[config.mk]
export PLATFORM = sky130hd
export DESIGN_NAME = json_string_token_decoder
export DESIGN_NICKNAME = d
export VERILOG_FILES = /design/src/hdl/jstd_pkg.sv /design/src/hdl/jstd_core.sv /design/src/hdl/jstd_outq.sv /design/src/hdl/json_string_token_decoder.sv
export SDC_FILE = /design/constraint.sdc
export NUM_CORES = 1
export LEC_CHECK = 0
export BUFFER_PORTS_ARGS = -buffer_cell sky130_fd_sc_hd__buf_2
export CAP_MARGIN = 20
export CORE_MARGIN = 2
export CORE_UTILIZATION = 60
export CTS_BUF_LIST = sky130_fd_sc_hd__clkbuf_4 sky130_fd_sc_hd__clkbuf_8 sky130_fd_sc_hd__clkbuf_16
export CTS_CLUSTER_DIAMETER = 150
export DETAILED_ROUTE_END_ITERATION = 6
export PLACE_DENSITY = 0.87
export SKIP_LAST_GASP = 1
export SLEW_MARGIN = 20
export SYNTH_ARGS = -nofsm -noshare
export SYNTH_HDL_FRONTEND = slang
export SYNTH_SLANG_ARGS = --single-unit
[constraint.sdc]
create_clock -name clk -period 5.6 [get_ports clk]
set_input_delay 0.56 -clock clk [delete_from_list [all_inputs] [get_ports clk]]
set_output_delay 0.56 -clock clk [all_outputs]
set_load 0.02 [all_outputs]
[src/hdl/jstd_pkg.sv]
// ----------------------------------------------------------------------------
// JSON string token decoder: shared definitions
// Phase codes, result status codes, character constants and the word
// structures that pass between the decoder core, the output queue and the
// top level.
// ----------------------------------------------------------------------------
package jstd_pkg;

	// Decoder phase, one-hot.
	typedef enum logic [7:0] {
		PH_IDLE     = 8'b0000_0001,
		PH_STR      = 8'b0000_0010,
		PH_ESC      = 8'b0000_0100,
		PH_HEX1     = 8'b0000_1000,
		PH_WANT_BSL = 8'b0001_0000,
		PH_WANT_U   = 8'b0010_0000,
		PH_HEX2     = 8'b0100_0000,
		PH_UTF8     = 8'b1000_0000
	} phase_t;

	// Result status codes.
	localparam logic [1:0] ST_UNIT = 2'd0;
	localparam logic [1:0] ST_DONE = 2'd1;
	localparam logic [1:0] ST_ERR  = 2'd2;

	// Characters of interest.
	localparam logic [7:0] CH_SPACE = 8'h20;
	localparam logic [7:0] CH_TAB   = 8'h09;
	localparam logic [7:0] CH_LF    = 8'h0A;
	localparam logic [7:0] CH_CR    = 8'h0D;
	localparam logic [7:0] CH_QUOTE = 8'h22;
	localparam logic [7:0] CH_BSL   = 8'h5C;
	localparam logic [7:0] CH_SLASH = 8'h2F;
	localparam logic [7:0] CH_B     = 8'h62;
	localparam logic [7:0] CH_F     = 8'h66;
	localparam logic [7:0] CH_N     = 8'h6E;
	localparam logic [7:0] CH_R     = 8'h72;
	localparam logic [7:0] CH_T     = 8'h74;
	localparam logic [7:0] CH_U     = 8'h75;
	localparam logic [7:0] CH_ASCII_END = 8'h80;

	localparam logic [15:0] SURR_HI_LO = 16'hD800;
	localparam logic [15:0] SURR_HI_HI = 16'hDBFF;
	localparam logic [15:0] SURR_LO_LO = 16'hDC00;
	localparam logic [15:0] SURR_LO_HI = 16'hDFFF;
	localparam logic [20:0] SCALAR_MAX = 21'h10FFFF;
	localparam logic [20:0] PLANE1     = 21'h010000;

	// Output queue depth and its index and count widths.
	localparam int QDEPTH = 4;
	localparam int QAW    = $clog2(QDEPTH);
	localparam int QCW    = $clog2(QDEPTH + 1);

	typedef struct packed {
		logic [15:0] code_unit;
		logic [1:0]  status;
		logic        last;
	} res_t;

	// Up to two results caused by one input word.
	typedef struct packed {
		logic [1:0] count;
		res_t       r0;
		res_t       r1;
	} step_out_t;

	// Hex digit value: bit 4 set when the byte is a hex digit.
	function automatic logic [4:0] hex_val(input logic [7:0] b);
		logic [4:0] v;
		v = 5'd0;
		if (b >= 8'h30 && b <= 8'h39) begin
			v = {1'b1, b[3:0]};
		end else if ((b >= 8'h61 && b <= 8'h66) || (b >= 8'h41 && b <= 8'h46)) begin
			v = {1'b1, b[3:0] + 4'd9};
		end
		return v;
	endfunction

endpackage

[src/hdl/jstd_core.sv]
// ----------------------------------------------------------------------------
// JSON string token decoder: decoder core
// Holds the token state and decodes one registered input word per step
// into zero, one or two results.
// ----------------------------------------------------------------------------
module jstd_core (
	input  logic                 clk,
	input  logic                 arst_n,
	input  logic                 step,
	input  logic                 mode,
	input  logic [7:0]           byte_value,
	output jstd_pkg::step_out_t  res
);

	jstd_pkg::phase_t phase_q, phase_d;
	logic [15:0] hex_q, hex_d;
	logic [1:0]  hexcnt_q, hexcnt_d;
	logic [15:0] held_q, held_d;
	logic [20:0] utf_q, utf_d;
	logic [1:0]  utfrem_q, utfrem_d;

	logic        err;
	logic        done;
	logic [1:0]  n_units;
	logic [15:0] u0, u1;
	logic [4:0]  hv;
	logic [15:0] hex_cat;
	logic [20:0] utf_cat;
	logic [20:0] scal_off;
	logic [7:0]  b;

	assign b        = byte_value;
	assign hv       = jstd_pkg::hex_val(b);
	assign hex_cat  = {hex_q[11:0], hv[3:0]};
	assign utf_cat  = {utf_q[14:0], b[5:0]};
	assign scal_off = utf_cat - jstd_pkg::PLANE1;

	always_comb begin
		phase_d  = phase_q;
		hex_d    = hex_q;
		hexcnt_d = hexcnt_q;
		held_d   = held_q;
		utf_d    = utf_q;
		utfrem_d = utfrem_q;
		err      = 1'b0;
		done     = 1'b0;
		n_units  = 2'd0;
		u0       = 16'd0;
		u1       = 16'd0;
		if (step) begin
			if (mode) begin
				err = (phase_q != jstd_pkg::PH_IDLE);
			end else begin
				case (phase_q)
					jstd_pkg::PH_IDLE: begin
						if (b == jstd_pkg::CH_QUOTE) begin
							phase_d = jstd_pkg::PH_STR;
						end else if (b != jstd_pkg::CH_SPACE && b != jstd_pkg::CH_TAB &&
								b != jstd_pkg::CH_LF && b != jstd_pkg::CH_CR) begin
							err = 1'b1;
						end
					end
					jstd_pkg::PH_STR: begin
						if (b == jstd_pkg::CH_QUOTE) begin
							done = 1'b1;
						end else if (b == jstd_pkg::CH_BSL) begin
							phase_d = jstd_pkg::PH_ESC;
						end else if (b < jstd_pkg::CH_SPACE) begin
							err = 1'b1;
						end else if (b < jstd_pkg::CH_ASCII_END) begin
							n_units = 2'd1;
							u0      = {8'h00, b};
						end else if (b[7:5] == 3'b110) begin
							utf_d    = {16'd0, b[4:0]};
							utfrem_d = 2'd1;
							phase_d  = jstd_pkg::PH_UTF8;
						end else if (b[7:4] == 4'b1110) begin
							utf_d    = {17'd0, b[3:0]};
							utfrem_d = 2'd2;
							phase_d  = jstd_pkg::PH_UTF8;
						end else if (b[7:3] == 5'b11110) begin
							utf_d    = {18'd0, b[2:0]};
							utfrem_d = 2'd3;
							phase_d  = jstd_pkg::PH_UTF8;
						end else begin
							err = 1'b1;
						end
					end
					jstd_pkg::PH_ESC: begin
						phase_d = jstd_pkg::PH_STR;
						n_units = 2'd1;
						case (b)
							jstd_pkg::CH_QUOTE, jstd_pkg::CH_BSL,
							jstd_pkg::CH_SLASH: u0 = {8'h00, b};
							jstd_pkg::CH_B: u0 = 16'h0008;
							jstd_pkg::CH_F: u0 = 16'h000C;
							jstd_pkg::CH_N: u0 = 16'h000A;
							jstd_pkg::CH_R: u0 = 16'h000D;
							jstd_pkg::CH_T: u0 = 16'h0009;
							jstd_pkg::CH_U: begin
								n_units  = 2'd0;
								phase_d  = jstd_pkg::PH_HEX1;
								hex_d    = 16'd0;
								hexcnt_d = 2'd0;
							end
							default: begin
								n_units = 2'd0;
								err     = 1'b1;
							end
						endcase
					end
					jstd_pkg::PH_HEX1, jstd_pkg::PH_HEX2: begin
						if (!hv[4]) begin
							err = 1'b1;
						end else if (hexcnt_q != 2'd3) begin
							hex_d    = hex_cat;
							hexcnt_d = hexcnt_q + 2'd1;
						end else if (phase_q == jstd_pkg::PH_HEX1) begin
							hexcnt_d = 2'd0;
							hex_d    = 16'd0;
							if (hex_cat >= jstd_pkg::SURR_HI_LO &&
									hex_cat <= jstd_pkg::SURR_HI_HI) begin
								held_d  = hex_cat;
								phase_d = jstd_pkg::PH_WANT_BSL;
							end else if (hex_cat >= jstd_pkg::SURR_LO_LO &&
									hex_cat <= jstd_pkg::SURR_LO_HI) begin
								err = 1'b1;
							end else begin
								phase_d = jstd_pkg::PH_STR;
								n_units = 2'd1;
								u0      = hex_cat;
							end
						end else begin
							if (hex_cat < jstd_pkg::SURR_LO_LO ||
									hex_cat > jstd_pkg::SURR_LO_HI) begin
								err = 1'b1;
							end else begin
								hexcnt_d = 2'd0;
								hex_d    = 16'd0;
								held_d   = 16'd0;
								phase_d  = jstd_pkg::PH_STR;
								n_units  = 2'd2;
								u0       = held_q;
								u1       = hex_cat;
							end
						end
					end
					jstd_pkg::PH_WANT_BSL: begin
						if (b != jstd_pkg::CH_BSL) begin
							err = 1'b1;
						end else begin
							phase_d = jstd_pkg::PH_WANT_U;
						end
					end
					jstd_pkg::PH_WANT_U: begin
						if (b != jstd_pkg::CH_U) begin
							err = 1'b1;
						end else begin
							phase_d  = jstd_pkg::PH_HEX2;
							hex_d    = 16'd0;
							hexcnt_d = 2'd0;
						end
					end
					jstd_pkg::PH_UTF8: begin
						if (b[7:6] != 2'b10) begin
							err = 1'b1;
						end else if (utfrem_q > 2'd1) begin
							utf_d    = utf_cat;
							utfrem_d = utfrem_q - 2'd1;
						end else if (utf_cat > jstd_pkg::SCALAR_MAX) begin
							err = 1'b1;
						end else begin
							utf_d    = 21'd0;
							utfrem_d = 2'd0;
							phase_d  = jstd_pkg::PH_STR;
							if (utf_cat >= jstd_pkg::PLANE1) begin
								// Supplementary plane: split into a surrogate pair.
								n_units = 2'd2;
								u0      = {6'b110110, scal_off[19:10]};
								u1      = {6'b110111, scal_off[9:0]};
							end else begin
								n_units = 2'd1;
								u0      = utf_cat[15:0];
							end
						end
					end
					default: begin
						phase_d = jstd_pkg::PH_IDLE;
					end
				endcase
			end
			if (err || done) begin
				phase_d  = jstd_pkg::PH_IDLE;
				hex_d    = 16'd0;
				hexcnt_d = 2'd0;
				held_d   = 16'd0;
				utf_d    = 21'd0;
				utfrem_d = 2'd0;
			end
		end
	end

	always_comb begin
		res = '0;
		if (err || done) begin
			res.count     = 2'd1;
			res.r0.status = err ? jstd_pkg::ST_ERR : jstd_pkg::ST_DONE;
			res.r0.last   = 1'b1;
		end else begin
			res.count        = n_units;
			res.r0.code_unit = u0;
			res.r0.status    = jstd_pkg::ST_UNIT;
			res.r0.last      = (n_units == 2'd1);
			res.r1.code_unit = u1;
			res.r1.status    = jstd_pkg::ST_UNIT;
			res.r1.last      = 1'b1;
		end
	end

	always_ff @(posedge clk or negedge arst_n) begin
		if (!arst_n) begin
			phase_q  <= jstd_pkg::PH_IDLE;
			hex_q    <= 16'd0;
			hexcnt_q <= 2'd0;
			held_q   <= 16'd0;
			utf_q    <= 21'd0;
			utfrem_q <= 2'd0;
		end else begin
			phase_q  <= phase_d;
			hex_q    <= hex_d;
			hexcnt_q <= hexcnt_d;
			held_q   <= held_d;
			utf_q    <= utf_d;
			utfrem_q <= utfrem_d;
		end
	end

`ifndef NO_ASSERTIONS
	// Idle is only reached through a full clear of the accumulators.
	a_idle_clear: assert property (@(posedge clk) disable iff (!arst_n)
		(phase_q == jstd_pkg::PH_IDLE) |-> (hexcnt_q == 2'd0 && utfrem_q == 2'd0 &&
			held_q == 16'd0))
		else $error("accumulators not clear while idle");

	// A pair of code units only comes out of a low surrogate or a four-byte sequence.
	a_pair_src: assert property (@(posedge clk) disable iff (!arst_n)
		(res.count == 2'd2) |-> (phase_q == jstd_pkg::PH_HEX2 ||
			phase_q == jstd_pkg::PH_UTF8))
		else $error("surrogate pair from unexpected phase");

	// A held high surrogate exists only while waiting for its partner.
	a_held: assert property (@(posedge clk) disable iff (!arst_n)
		(held_q != 16'd0) |-> (phase_q == jstd_pkg::PH_WANT_BSL ||
			phase_q == jstd_pkg::PH_WANT_U || phase_q == jstd_pkg::PH_HEX2))
		else $error("high surrogate held outside its wait phases");
`endif

endmodule

[src/hdl/jstd_outq.sv]
// ----------------------------------------------------------------------------
// JSON string token decoder: result queue
// Small register queue that takes up to two results per cycle and hands
// them out one word at a time on the master side.
// ----------------------------------------------------------------------------
module jstd_outq (
	input  logic                 clk,
	input  logic                 arst_n,
	input  logic                 push,
	input  jstd_pkg::step_out_t  res,
	output logic                 room,
	output logic                 m_tvalid,
	input  logic                 m_tready,
	output logic [15:0]          m_tdata,    // code_unit
	output logic [1:0]           m_tuser,    // status
	output logic                 m_tlast
);

	jstd_pkg::res_t                 mem_q [jstd_pkg::QDEPTH];
	logic [jstd_pkg::QAW-1:0]       wr_q, rd_q;
	logic [jstd_pkg::QCW-1:0]       cnt_q;
	logic [1:0]                     n_push;
	logic                           pop;
	logic [jstd_pkg::QAW-1:0]       wr_nx;

	assign n_push   = push ? res.count : 2'd0;
	assign pop      = m_tvalid && m_tready;
	assign wr_nx    = wr_q + 1'b1;
	// Room for a full pair, judged on the registered fill level.
	assign room     = (cnt_q <= jstd_pkg::QCW'(jstd_pkg::QDEPTH - 2));
	assign m_tvalid = (cnt_q != '0);
	assign m_tdata  = mem_q[rd_q].code_unit;
	assign m_tuser  = mem_q[rd_q].status;
	assign m_tlast  = mem_q[rd_q].last;

	always_ff @(posedge clk) begin
		if (n_push != 2'd0) begin
			mem_q[wr_q] <= res.r0;
		end
		if (n_push == 2'd2) begin
			mem_q[wr_nx] <= res.r1;
		end
	end

	always_ff @(posedge clk or negedge arst_n) begin
		if (!arst_n) begin
			wr_q  <= '0;
			rd_q  <= '0;
			cnt_q <= '0;
		end else begin
			wr_q  <= wr_q + jstd_pkg::QAW'(n_push);
			rd_q  <= rd_q + jstd_pkg::QAW'(pop);
			cnt_q <= cnt_q + jstd_pkg::QCW'(n_push) - jstd_pkg::QCW'(pop);
		end
	end

`ifndef NO_ASSERTIONS
	a_no_overflow: assert property (@(posedge clk) disable iff (!arst_n)
		(n_push != 2'd0) |-> room)
		else $error("result pushed without room");

	a_pop_only: assert property (@(posedge clk) disable iff (!arst_n)
		(pop && n_push == 2'd0) |=> (cnt_q == $past(cnt_q) - 1'b1))
		else $error("fill level wrong after pop");

	a_bound: assert property (@(posedge clk) disable iff (!arst_n)
		cnt_q <= jstd_pkg::QCW'(jstd_pkg::QDEPTH))
		else $error("fill level above depth");
`endif

endmodule

[src/hdl/json_string_token_decoder.sv]
// ----------------------------------------------------------------------------
// JSON string token decoder
// UTF-8 bytes of a JSON string token in, UTF-16 code units, done and error
// results out.
//
//   channel  | dir | tdata           | tuser          | tlast
//   ---------+-----+-----------------+----------------+------------------------
//   s_*      | in  | [7:0] byte      | [0] mode       | -
//   m_*      | out | [15:0] code unit| [1:0] status   | final result of a word
//
// One input word is taken per cycle while the input register is free or the
// queue has room for a pair; it is registered, decoded once the queue can
// hold a pair, and its results land in a four-entry queue. A surrogate pair
// leaves as two output words. The input stalls while the queue cannot hold
// a pair. Reset puts the decoder in idle with the queue empty.
// ----------------------------------------------------------------------------
module json_string_token_decoder (
	input  logic        clk,
	input  logic        arst_n,
	input  logic        s_tvalid,
	output logic        s_tready,
	input  logic [7:0]  s_tdata,    // byte_value
	input  logic [0:0]  s_tuser,    // mode
	output logic        m_tvalid,
	input  logic        m_tready,
	output logic [15:0] m_tdata,    // code_unit
	output logic [1:0]  m_tuser,    // status
	output logic        m_tlast
);

	logic                valid_s1;
	logic                mode_s1;
	logic [7:0]          byte_s1;
	logic                room;
	logic                advance;
	jstd_pkg::step_out_t res;

	assign advance  = valid_s1 && room;
	assign s_tready = !valid_s1 || room;

	always_ff @(posedge clk or negedge arst_n) begin
		if (!arst_n) begin
			valid_s1 <= 1'b0;
		end else if (s_tvalid && s_tready) begin
			valid_s1 <= 1'b1;
		end else if (advance) begin
			valid_s1 <= 1'b0;
		end
	end

	always_ff @(posedge clk) begin
		if (s_tvalid && s_tready) begin
			mode_s1 <= s_tuser[0];
			byte_s1 <= s_tdata;
		end
	end

	jstd_core u_core (
		.clk        (clk),
		.arst_n     (arst_n),
		.step       (advance),
		.mode       (mode_s1),
		.byte_value (byte_s1),
		.res        (res)
	);

	jstd_outq u_outq (
		.clk      (clk),
		.arst_n   (arst_n),
		.push     (advance),
		.res      (res),
		.room     (room),
		.m_tvalid (m_tvalid),
		.m_tready (m_tready),
		.m_tdata  (m_tdata),
		.m_tuser  (m_tuser),
		.m_tlast  (m_tlast)
	);

endmodule
# After elaboration in Yosys (flattened, before gate mapping)

Memories as Yosys holds them, arrays and structs flattened.
Cells that the tools add are included.

$add $sub $neg: 9
Multipliers: 0
Div/mod/pow operators: 0
Magnitude comparators: 18
Equal/unequal tests: 56
Shift-type cells: 0
Muxes and demuxes: 165
Bitwise gates (word level): 0
Reduce and logical (&&, ||, !) cells: 32

Operators by type and width:

| operator                 | number |
|---|---|
| $mux W16                 | 34 |
| $mux W15                 | 12 |
| $mux W8                  | 22 |
| $mux W12                 | 7 |
| $mux W2                  | 37 |
| $eq A8 B7 Y1 const B     | 8 |
| $pmux W16 S4             | 1 |
| $pmux W8 S7              | 1 |
| $pmux W8 S6              | 1 |
| $mux W1                  | 38 |
| $pmux W12 S3             | 1 |
| $ne A3 B3 Y1 const B     | 11 |
| $ge A16 B16 Y1 const B   | 2 |
| $le A16 B16 Y1 const B   | 2 |
| $pmux W16 S2             | 1 |
| $pmux W15 S2             | 1 |
| $eq A8 B6 Y1 const B     | 3 |
| $ne A8 B4 Y1 const B     | 3 |
| $ge A21 B17 Y1 const B   | 1 |
| $gt A21 B21 Y1 const B   | 1 |
| $sub A20 B17 Y20 const B | 1 |
| $mux W19                 | 1 |
| $ge A8 B7 Y1 const B     | 2 |
| $gt A16 B16 Y1 const B   | 1 |
| 58 further kinds         | 88 |

Bits in registers: 72
Latch bits: 0
RAM bits: 76
Memory bits (read-only): 0
Input bits: 13
Word-level logic and storage cells: 293
Memories kept: 1

Memories:

| memory       | words | bits a word | read ports | clocked after memory_dff | write ports | line            | source |
|---|---|---|---|---|---|---|---|
| u_outq.mem_q | 4     | 19          | 1          | 0                        | 2           | jstd_outq.sv:19 | `jstd_pkg::res_t mem_q [jstd_pkg::QDEPTH];` |

# Logic depth before layout (Yosys ltp)

Gate-level depths: netlist of run 1.

Word-level depth: 22
Mapped depth: 15
Mapped depth without buffers: 14

# By module

Synthesis of run 1 repeated with hierarchy kept, for this count alone.

Cells, all modules: 729
Area total of the unflattened synthesis: 8569.5 um2

By module, submodules not included:

| module                    | times used | cells each | area each (um2) | sequential area each (um2) |
|---|---|---|---|---|
| jstd_core                 | 1          | 487        | 4156.5          | 1377.6 |
| jstd_outq                 | 1          | 228        | 4082.7          | 2457.4 |
| json_string_token_decoder | 1          | 14         | 330.3           | 295.3 |

# Worst setup path after synthesis of run 1

Ideal clock, no wire load.

Kind: register to register
Start point: reg byte_s1[0]
End point: reg u_outq.cnt_q[2] (netlist bit)
Library setup time: 123 ps
Arrival: 3946 ps
Setup slack: 1532 ps
Stages on the path, launching flop included: 15
Path buffers: 1
Period minus slack after synthesis: 4068 ps
Cell sequence: edfxtp_1 inv_1 ha_1 o21bai_1 a2111oi_2 or2_2 o21ai_1 or4b_1 buf_2 nor3_2 nand2_1 ha_1 fa_1 xor2_1 xnor2_1

Word-level cells in the longest chain between the ends: 21
Elaborated cells on any way between the ends: 96
Those cells by class: add/sub (3); order compare (16); eq/ne (15); mux (49); reduce/logical (13)

RTL lines:

| what                                                    | line                               | source |
|---|---|---|
| from (decl)                                             | json_string_token_decoder.sv:33    | `logic [7:0] byte_s1;` |
| from (signal assigned)                                  | json_string_token_decoder.sv:54    | `byte_s1 <= s_tdata;` |
| $ge A8 B7 Y1 / $le A8 B7 Y1 (equally long branches)     | jstd_pkg.sv:73                     | `end else if ((b >= 8'h61 && b <= 8'h66) \|\| (b >= 8'h41 && b <= 8'h46)) begin` |
| $logic_and A1 B1 Y1                                     | jstd_pkg.sv:73                     |  |
| $logic_or A1 B1 Y1                                      | jstd_pkg.sv:73                     |  |
| $mux W5                                                 | jstd_pkg.sv:73                     |  |
| $mux W5                                                 | jstd_pkg.sv:71                     | `if (b >= 8'h30 && b <= 8'h39) begin` |
| $ge A16 B16 Y1 / $le A16 B16 Y1 (equally long branches) | jstd_core.sv:125, jstd_core.sv:126 |  |
| $logic_and A1 B1 Y1                                     | jstd_core.sv:125                   | `end else if (hex_cat >= jstd_pkg::SURR_LO_LO &&` |
| $mux W1                                                 | jstd_core.sv:125                   |  |
| [... 4 more ...]                                        | n/a                                |  |
| $pmux W1 S7                                             | jstd_core.sv:54                    | `case (phase_q)` |
| $mux W1                                                 | jstd_core.sv:51                    | `if (mode) begin` |
| $mux W1 (2 in series)                                   | jstd_core.sv:50                    | `if (step) begin` |
| $logic_or A1 B1 Y1                                      | jstd_core.sv:205                   | `if (err \|\| done) begin` |
| $mux W2 (*)                                             | jstd_core.sv:205                   |  |
| $mux W2 (*)                                             | jstd_outq.sv:26                    | `assign n_push = push ? res.count : 2'd0;` |
| $add A3 B2 Y3 (*)                                       | jstd_outq.sv:53                    | `cnt_q <= cnt_q + jstd_pkg::QCW'(n_push) - jstd_pkg::QCW'(pop);` |
| $sub A3 B1 Y3 (*)                                       | jstd_outq.sv:53                    |  |
| to (signal assigned)                                    | jstd_outq.sv:53                    |  |
| to (decl)                                               | jstd_outq.sv:21                    | `logic [jstd_pkg::QCW-1:0] cnt_q;` |

Mark *: on every way between the ends. The rest lies on a longest branch, timed or not. The select of a mux whose other input is x is not followed.
A chain may end at the register's enable or synchronous reset.

==> results of run 1 <==
power breakdown:
part / leakage, µW / internal (µW) / switching [µW]
clock: 0.000306 / 758 / 479
combinational: 0.00137 / 454 / 795
sequential: 0.00161 / 1330 / 211
total: 0.00329 / 2540 / 1490
cells in the mapped netlist (7+ instances only):
cell type   n  share of area
edfxtp_1   77           0.28
a22oi_1    14          0.013
o21ai_1     7         0.0043
ha_1       12          0.018
and2_1     11         0.0085
o22ai_1    49          0.038
nand3_1    31          0.019
nor3_1     14         0.0086
clkbuf_1   30          0.014
nand4_1    11         0.0085
mux2i_1     9          0.011
o21ai_2     7         0.0075
nand2_1    95          0.044
a22o_1      7         0.0075
o21ai_0    64          0.039
nand2b_1   10         0.0077
mux4_2     19          0.053
o31ai_1    29          0.027
nor2_1     37          0.017
inv_1      32          0.015
dfxtp_1     8          0.020
nor4_1     10         0.0077
nor3b_1     7         0.0065
buf_2      10         0.0062
dfrtp_1    62           0.19
a21oi_1    16         0.0098
worst register-to-register path: stages (launching register included):
cell,delay [ns]
edfxtp_1,0.52
inv_1,0.26
ha_1,0.29
nand3_1,0.12
o41ai_1,0.63
nor4_1,0.18
nor3_1,0.32
a41oi_2,0.27
or2_2,0.42
o21ai_2,0.69
nand2_1,0.74
state kept, by name (all words and copies together) (netlist names):
register,count
u_core.hex_q,12
u_outq.cnt_q,3
byte_s1,8
u_outq.wr_q,2
u_core.utfrem_q,2
u_outq.rd_q,2
mode_s1,1
u_core.held_q,16
u_outq.mem_q,76
valid_s1,1
u_core.hexcnt_q,2
u_core.utf_q,15
u_core.phase_q,8
logic make-up after synthesis:
group | share of synthesized area
muxes | 0.0720
DFF | 0.498
buffers and inverters | 0.0385
AOI/OAI and AO/OA | 0.191
xor gates and xnor gates | 0.00754
adders and majority gates | 0.0209
and+or+nand+nor | 0.172
routing by layer:
layer  GRT usage  part of all wire  up-vias
li1            -                 -     3054
met1       0.455              0.36     3411
met2       0.603              0.49      581
met3      0.0693             0.090      137
met4       0.188             0.065        0
met5           0                 0        -
worst paths after layout:
| path | startpoint | depth (start not counted) | end |
|---|---|---|---|
| worst max-delay path | byte_s1[0]$_DFFE_PP_ | 10 | u_outq.mem_q[0][5]$_DFFE_PP_ |
| worst min-delay path | arst_n | 2 | valid_s1$_DFFE_PN0P_ |
| worst max register to register | byte_s1[0]$_DFFE_PP_ | 10 | u_outq.mem_q[0][5]$_DFFE_PP_ |
| worst min register to register | u_outq.mem_q[2][1]$_SDFFE_PP0N_ | 2 | u_outq.mem_q[2][1]$_SDFFE_PP0N_ |
| max in group asynchronous | arst_n | 2 | u_core.phase_q[2]$_DFFE_PN0P_ |
| min in group clk | s_tdata[1] | 1 | byte_s1[1]$_DFFE_PP_ |
cell type report:
class                      count  area (µm²)  area share
clock buffer                  18         433      0.0476
sequential                   148        4050       0.445
timing repair buffer          49         293      0.0322
multi-input combinational    559        3780       0.415
tap                          176         220      0.0242
inverter                      33         124      0.0136
clock inverter                14         201      0.0221
through the flow:
stage                util  instance area (µm²)  hold WS (ns)
floorplan               -                 8130         0.264
global placement    0.638                 8450         0.443
detailed placement  0.638                 8450         0.458
finish              0.687                 9100         0.273
CTS                 0.686                 9090         0.288
global route        0.687                 9100         0.295
==> results.md, run 1 <==
- Setup WS pre-CTS: 0.843 ns
- Total Nets Final: 834
- Remaining DRCs: 8
- Async S/R FF share, synth: 0.426
- Iter 0 DRT Violations: 1326
- CTS resizes: 0
- Worst skew pair latency: 0.43 ns
- Post-synth EDFFs: 77
- Initial cell density of the core: 0.614
- R2R setup slack: 0.70 ns
- Setup violators final: 0
- ANT cells: 0
- Most frequent cells in the layout: 95 x nand2_1, 77 x edfxtp_1, 64 x o21ai_0
- Hold_buf cts: 0
- #FFs+latches synth: 148
- Synth warnings: 0
- Post-route ant nets: 0
- Power density over the cells: 442 nW/µm²
- MaxCap Viol Count: 0
- Leak: 0.00329 µW
- Dominant synthesized flop cell: edfxtp_1
- Routability cong.: 0.976
- Critical Path RT: 5.57 ns
- Peak VDD IR: 0.000241 V
- Buf+Inv Stages, Crit Path: 1
- Initial antenna violation count: 0
- Endpoint type of the worst setup path: flip-flop
- CTS tree: yes
- WS Path Type: flip-flop to flip-flop
- Fin crit share: 0.875
- Row Count: 42
- Setup tns final: 0 ns
- # port buffers: 33
- Failing checks: design-rule violations
- Hold Path Class: input port to async pin
- First-pass GRT wire length: 39500 µm
- Largest net degree at the start of global routing: 64
- Via count: 7183
- HPWL after DPL: 17500 µm
- Setup bufs post-CTS: 0
- Avg Cell Area, Syn: 10.4 µm²
- Peak per-stage delay on the critical path: 0.73 ns
- Share of cells above drive strength 1: 0.162
- Die Footprint: 14500 µm²
- Cell Chain, Critical Path: inv_1 -> ha_1 -> nand3_1 -> o41ai_1 -> nor4_1 -> nor3_1 -> a41oi_2 -> or2_2 -> o21ai_2 -> nand2_1
- # IOs: 34
- Clock period minus worst slack: 4.90 ns
- Syn Inst Count: 783
- Crit path DAT: 4.87 ns
- Skew final: 0.00757 ns
- Layout overhead on the synthesized area: 11.9%
- Die Span Y: 120 µm
- Drt first pass iters: 7
- Fillers: 942
- Drt wl/cell: 25.6 µm
- Pwr Total: 4030 µW
- Synthesized area: 8130 µm²
- Family with the most delay on the worst path: simple AND/OR/NAND/NOR gates
- Max Slew Vio Count: 0
- RSZ-0062 raised after global routing: no
- Vias per inst: 7.20
- Synth Net Count: 809
- Worst slew pin tran: 0.996 ns
- H-tree depth: 4
- Num CTS Buffers: 17
- GR Util All Layers: 0.364
- Crit start category: flip-flop
- Max Buffers Root-to-Sink: 2
- Post-route insts no fill: 997
- Slowest cell on the critical path: nand2_1
- CTS Root Cell: clkbuf_16
- Worst-path clk slew: 0.06 ns
- WL final: 25500 µm
- Slew HR: 0.333
- Max Freq: 0.204 GHz
- Status: finished, violations left
- Synth cell types: 74
- Grt ovf: 0
- Die width: 120 µm
- Hold Vio Cnt, Final: 0
- CTS Sinks: 148
- Crit-path max FO: 19
- Core Box Area: 13200 µm²
- Final setup margin: 0.701 ns
- Vias in the first global route: 6933
- Commonest non-fill, non-tap cell in the layout: nand2_1
- Sequential area share after synthesis: 0.498
- DP Cell Count: 964
No activity file was read; power rests on OpenSTA's default activity.
==> run 2, diff against run 1 <==
--- a/config.mk
+++ b/config.mk
@@ -8,11 +8,11 @@
 export BUFFER_PORTS_ARGS = -buffer_cell sky130_fd_sc_hd__buf_2
 export CAP_MARGIN = 20
 export CORE_MARGIN = 2
-export CORE_UTILIZATION = 60
+export CORE_UTILIZATION = 35
 export CTS_BUF_LIST = sky130_fd_sc_hd__clkbuf_4 sky130_fd_sc_hd__clkbuf_8 sky130_fd_sc_hd__clkbuf_16
 export CTS_CLUSTER_DIAMETER = 150
 export DETAILED_ROUTE_END_ITERATION = 6
-export PLACE_DENSITY = 0.87
+export PLACE_DENSITY = 0.59
 export SKIP_LAST_GASP = 1
 export SLEW_MARGIN = 20
 export SYNTH_ARGS = -nofsm -noshare
==> run 2 against run 1 <==
The run now ends clean. Total power decreased by 1.5%. Clock skew increased by 0.0070 ns. Critical path type unchanged. Routed wire length decreased by 7.4%.
==> results.md, run 2 (synthesis results as in run 1) <==
- Status: finished clean
- Setup bufs post-CTS: 0 (unchanged)
- Row Count: 55 (+31%)
- CTS resizes: 0 (unchanged)
- CTS tree: yes
- Worst-path clk slew: 0.06 ns (about the same)
- Worst Setup SP: byte_s1[1]$_DFFE_PP_
- Share of cells above drive strength 1: 0.171 (+0.00909)
- Largest net degree at the start of global routing: 64 (unchanged)
- # IOs: 34 (unchanged)
- Post-route ant nets: 0 (unchanged)
- WL final: 23600 µm (-7.4%)
- DP Cell Count: 1083 (+12%)
- Post-route insts no fill: 1115 (+12%)
- WS Path Type: flip-flop to flip-flop
- Setup violators final: 0 (unchanged)
- CTS Sinks: 148 (unchanged)
- Iter 0 DRT Violations: 816 (-38%)
- Leak: 0.00333 µW (+1.2%)
- Total Nets Final: 843 (+1.1%)
- Slowest cell on the critical path: or4b_1
- Core Box Area: 22700 µm² (+71%)
- Peak per-stage delay on the critical path: 0.76 ns (+0.03 ns)
- Sw power: 1450 µW (-2.1%)
- Max Slew Vio Count: 0 (unchanged)
- Power density over the cells: 427 nW/µm² (-3.4%)
- First-pass GRT wire length: 37000 µm (-6.5%)
- Cell Chain, Critical Path: inv_1 -> ha_1 -> o21bai_1 -> a2111oi_2 -> or2_2 -> o21ai_1 -> or4b_1 -> nor3_2 -> buf_4 -> nand2_1 -> ha_1 -> fa_1 -> xor2_1 -> xnor2_1
- Vias per inst: 6.00 (-17%)
- Crit path DAT: 4.98 ns (+0.11 ns)
- Largest Register: u_outq.mem_q
- Fin crit share: 0.833 (-0.0423)
- Hold Path Class: input port to async pin
- Worst skew pair latency: 0.44 ns (about the same)
- Num CTS Buffers: 17 (unchanged)
- Max FFs per register: 76 (unchanged)
- MaxCap Viol Count: 0 (unchanged)
- Hold Vio Cnt, Final: 0 (unchanged)
- Remaining DRCs: 0 (-8)
- Die Footprint: 24500 µm² (+69%)
- Worst R2R End: u_outq.cnt_q[2]$_DFF_PN0_
- R2R Path Start: byte_s1[1]$_DFFE_PP_
- Worst slew pin tran: 1.02 ns (+0.0223 ns)
- Max Buffers Root-to-Sink: 2 (unchanged)
- ANT cells: 0 (unchanged)
- HPWL after DPL: 16700 µm (-4.9%)
- RSZ-0062 raised after global routing: no
- Pint: 2510 µW (-1.1%)
- Regs by FF count: u_outq.mem_q x76, u_core.held_q x16, u_core.utf_q x15
- # port buffers: 33 (unchanged)
- R2R setup slack: 0.94 ns (+0.24 ns)
- Grt ovf: 0 (unchanged)
- H-tree depth: 4 (unchanged)
- Crit start category: flip-flop
- Slew HR: 0.320 (-0.0134)
- Crit-path max FO: 18 (-1)
- Routability cong.: 0.933 (-4.4%)
- Pwr Total: 3970 µW (-1.5%)
- Endpoint type of the worst setup path: flip-flop
- GR Util All Layers: 0.199 (-0.164)
- Switching part of the total: 0.367 (-0.00246)
- Most frequent cells in the layout: 95 x nand2_1, 77 x edfxtp_1, 64 x o21ai_0
- Die width: 156 µm (+30%)
- Hold WS: 0.287 ns (+0.0135 ns)
- Drt first pass iters: 5 (-2)
- Critical Path RT: 5.92 ns (+0.35 ns)
- Skew final: 0.0146 ns (+0.00705 ns)
- Comb power frac: 0.315 (+0.005)
- Reg2Reg Depth: 14 (+4)
- Worst path most repeated cell: ha_1
- Via count: 6694 (-6.8%)
- Vias in the first global route: 6307 (-9.0%)
- Drt wl/cell: 21.2 µm (-17%)
- Commonest non-fill, non-tap cell in the layout: nand2_1
- Die Span Y: 156 µm (+30%)
- Layout overhead on the synthesized area: 14.2%
- Initial antenna violation count: 0 (unchanged)
- Peak VDD IR: 0.000201 V (-16%)
- Setup tns final: 0 ns (unchanged)
- Initial cell density of the core: 0.358 (-0.256)
- Seq pwr share: 0.381 (about the same)
- Max Freq: 0.214 GHz (+5.1%)
- CTS Root Cell: clkbuf_16
- Hold_buf cts: 0 (unchanged)
- Clock period minus worst slack: 4.66 ns (-0.237 ns)
- Clock share of power: 0.304 (-0.003)
-- run 2: changes by cell type in the layout (fill, tap and decap cells not counted), sizes merged --
cell	previous run	this run
buf	49	58
clkinvlp	2	0
inv	37	39
clkbuf	18	19
bufinv	4	3
-- run 2: cell type report --
type	instances	area [µm²]
clock buffers	19	440
multi-input cells	559	3790
well taps	285	357
inverters	33	124
clock inverters	13	171
flip-flops and latches	148	4050
repair buffers	58	353
fillers	2172	13400
-- run 2: metal layers --
metal | track usage | vias up | wire [µm]
met5 | 0 | - | 0
met2 | 0.313 | 352 | 10900
li1 | - | 3063 | -
met1 | 0.276 | 3226 | 10300
met3 | 0.0379 | 53 | 1780
met4 | 0.0708 | 0 | 640
-- run 2: how the worst max path moves through the flow --
stage / end / depth (start not counted)
6_report: u_outq.cnt_q[2]$_DFF_PN0_ / 14
3_3_place_gp: u_outq.cnt_q[2]$_DFF_PN0_ / 14
3_5_place_dp: u_outq.cnt_q[2]$_DFF_PN0_ / 14
2_1_floorplan: u_outq.cnt_q[2]$_DFF_PN0_ / 14
5_1_grt: u_outq.cnt_q[2]$_DFF_PN0_ / 14
4_1_cts: u_outq.cnt_q[2]$_DFF_PN0_ / 14
-- run 2: worst max-delay path, delay by kind of cell, from the launching register on --
family | cells | cell delay [ns]
simple gates | 4 | 1.38
fa+ha+maj | 3 | 1.04
compound gates | 3 | 0.86
flops | 1 | 0.52
buf+inv | 2 | 0.46
xor+xnor | 2 | 0.28
-- run 2: through the flow --
step	util	setup WS, ns	area, µm²
global placement	0.382	1.05	8670
floorplan	-	1.53	8130
CTS	0.409	0.977	9280
detailed placement	0.382	0.984	8670
global route	0.409	0.561	9280
finish	0.409	0.938	9280
-- run 2: power by group through the flow --
stage | Sequential [µW] | Clock [µW] | Combinational (µW)
after floorplan | 1420 | 0 | 937
after detailed placement | 1530 | 0 | 1250
final | 1510 | 1210 | 1250
after CTS | 1510 | 1230 | 1250
after global placement | 1530 | 0 | 1240
after global routing | 1530 | 1270 | 1360
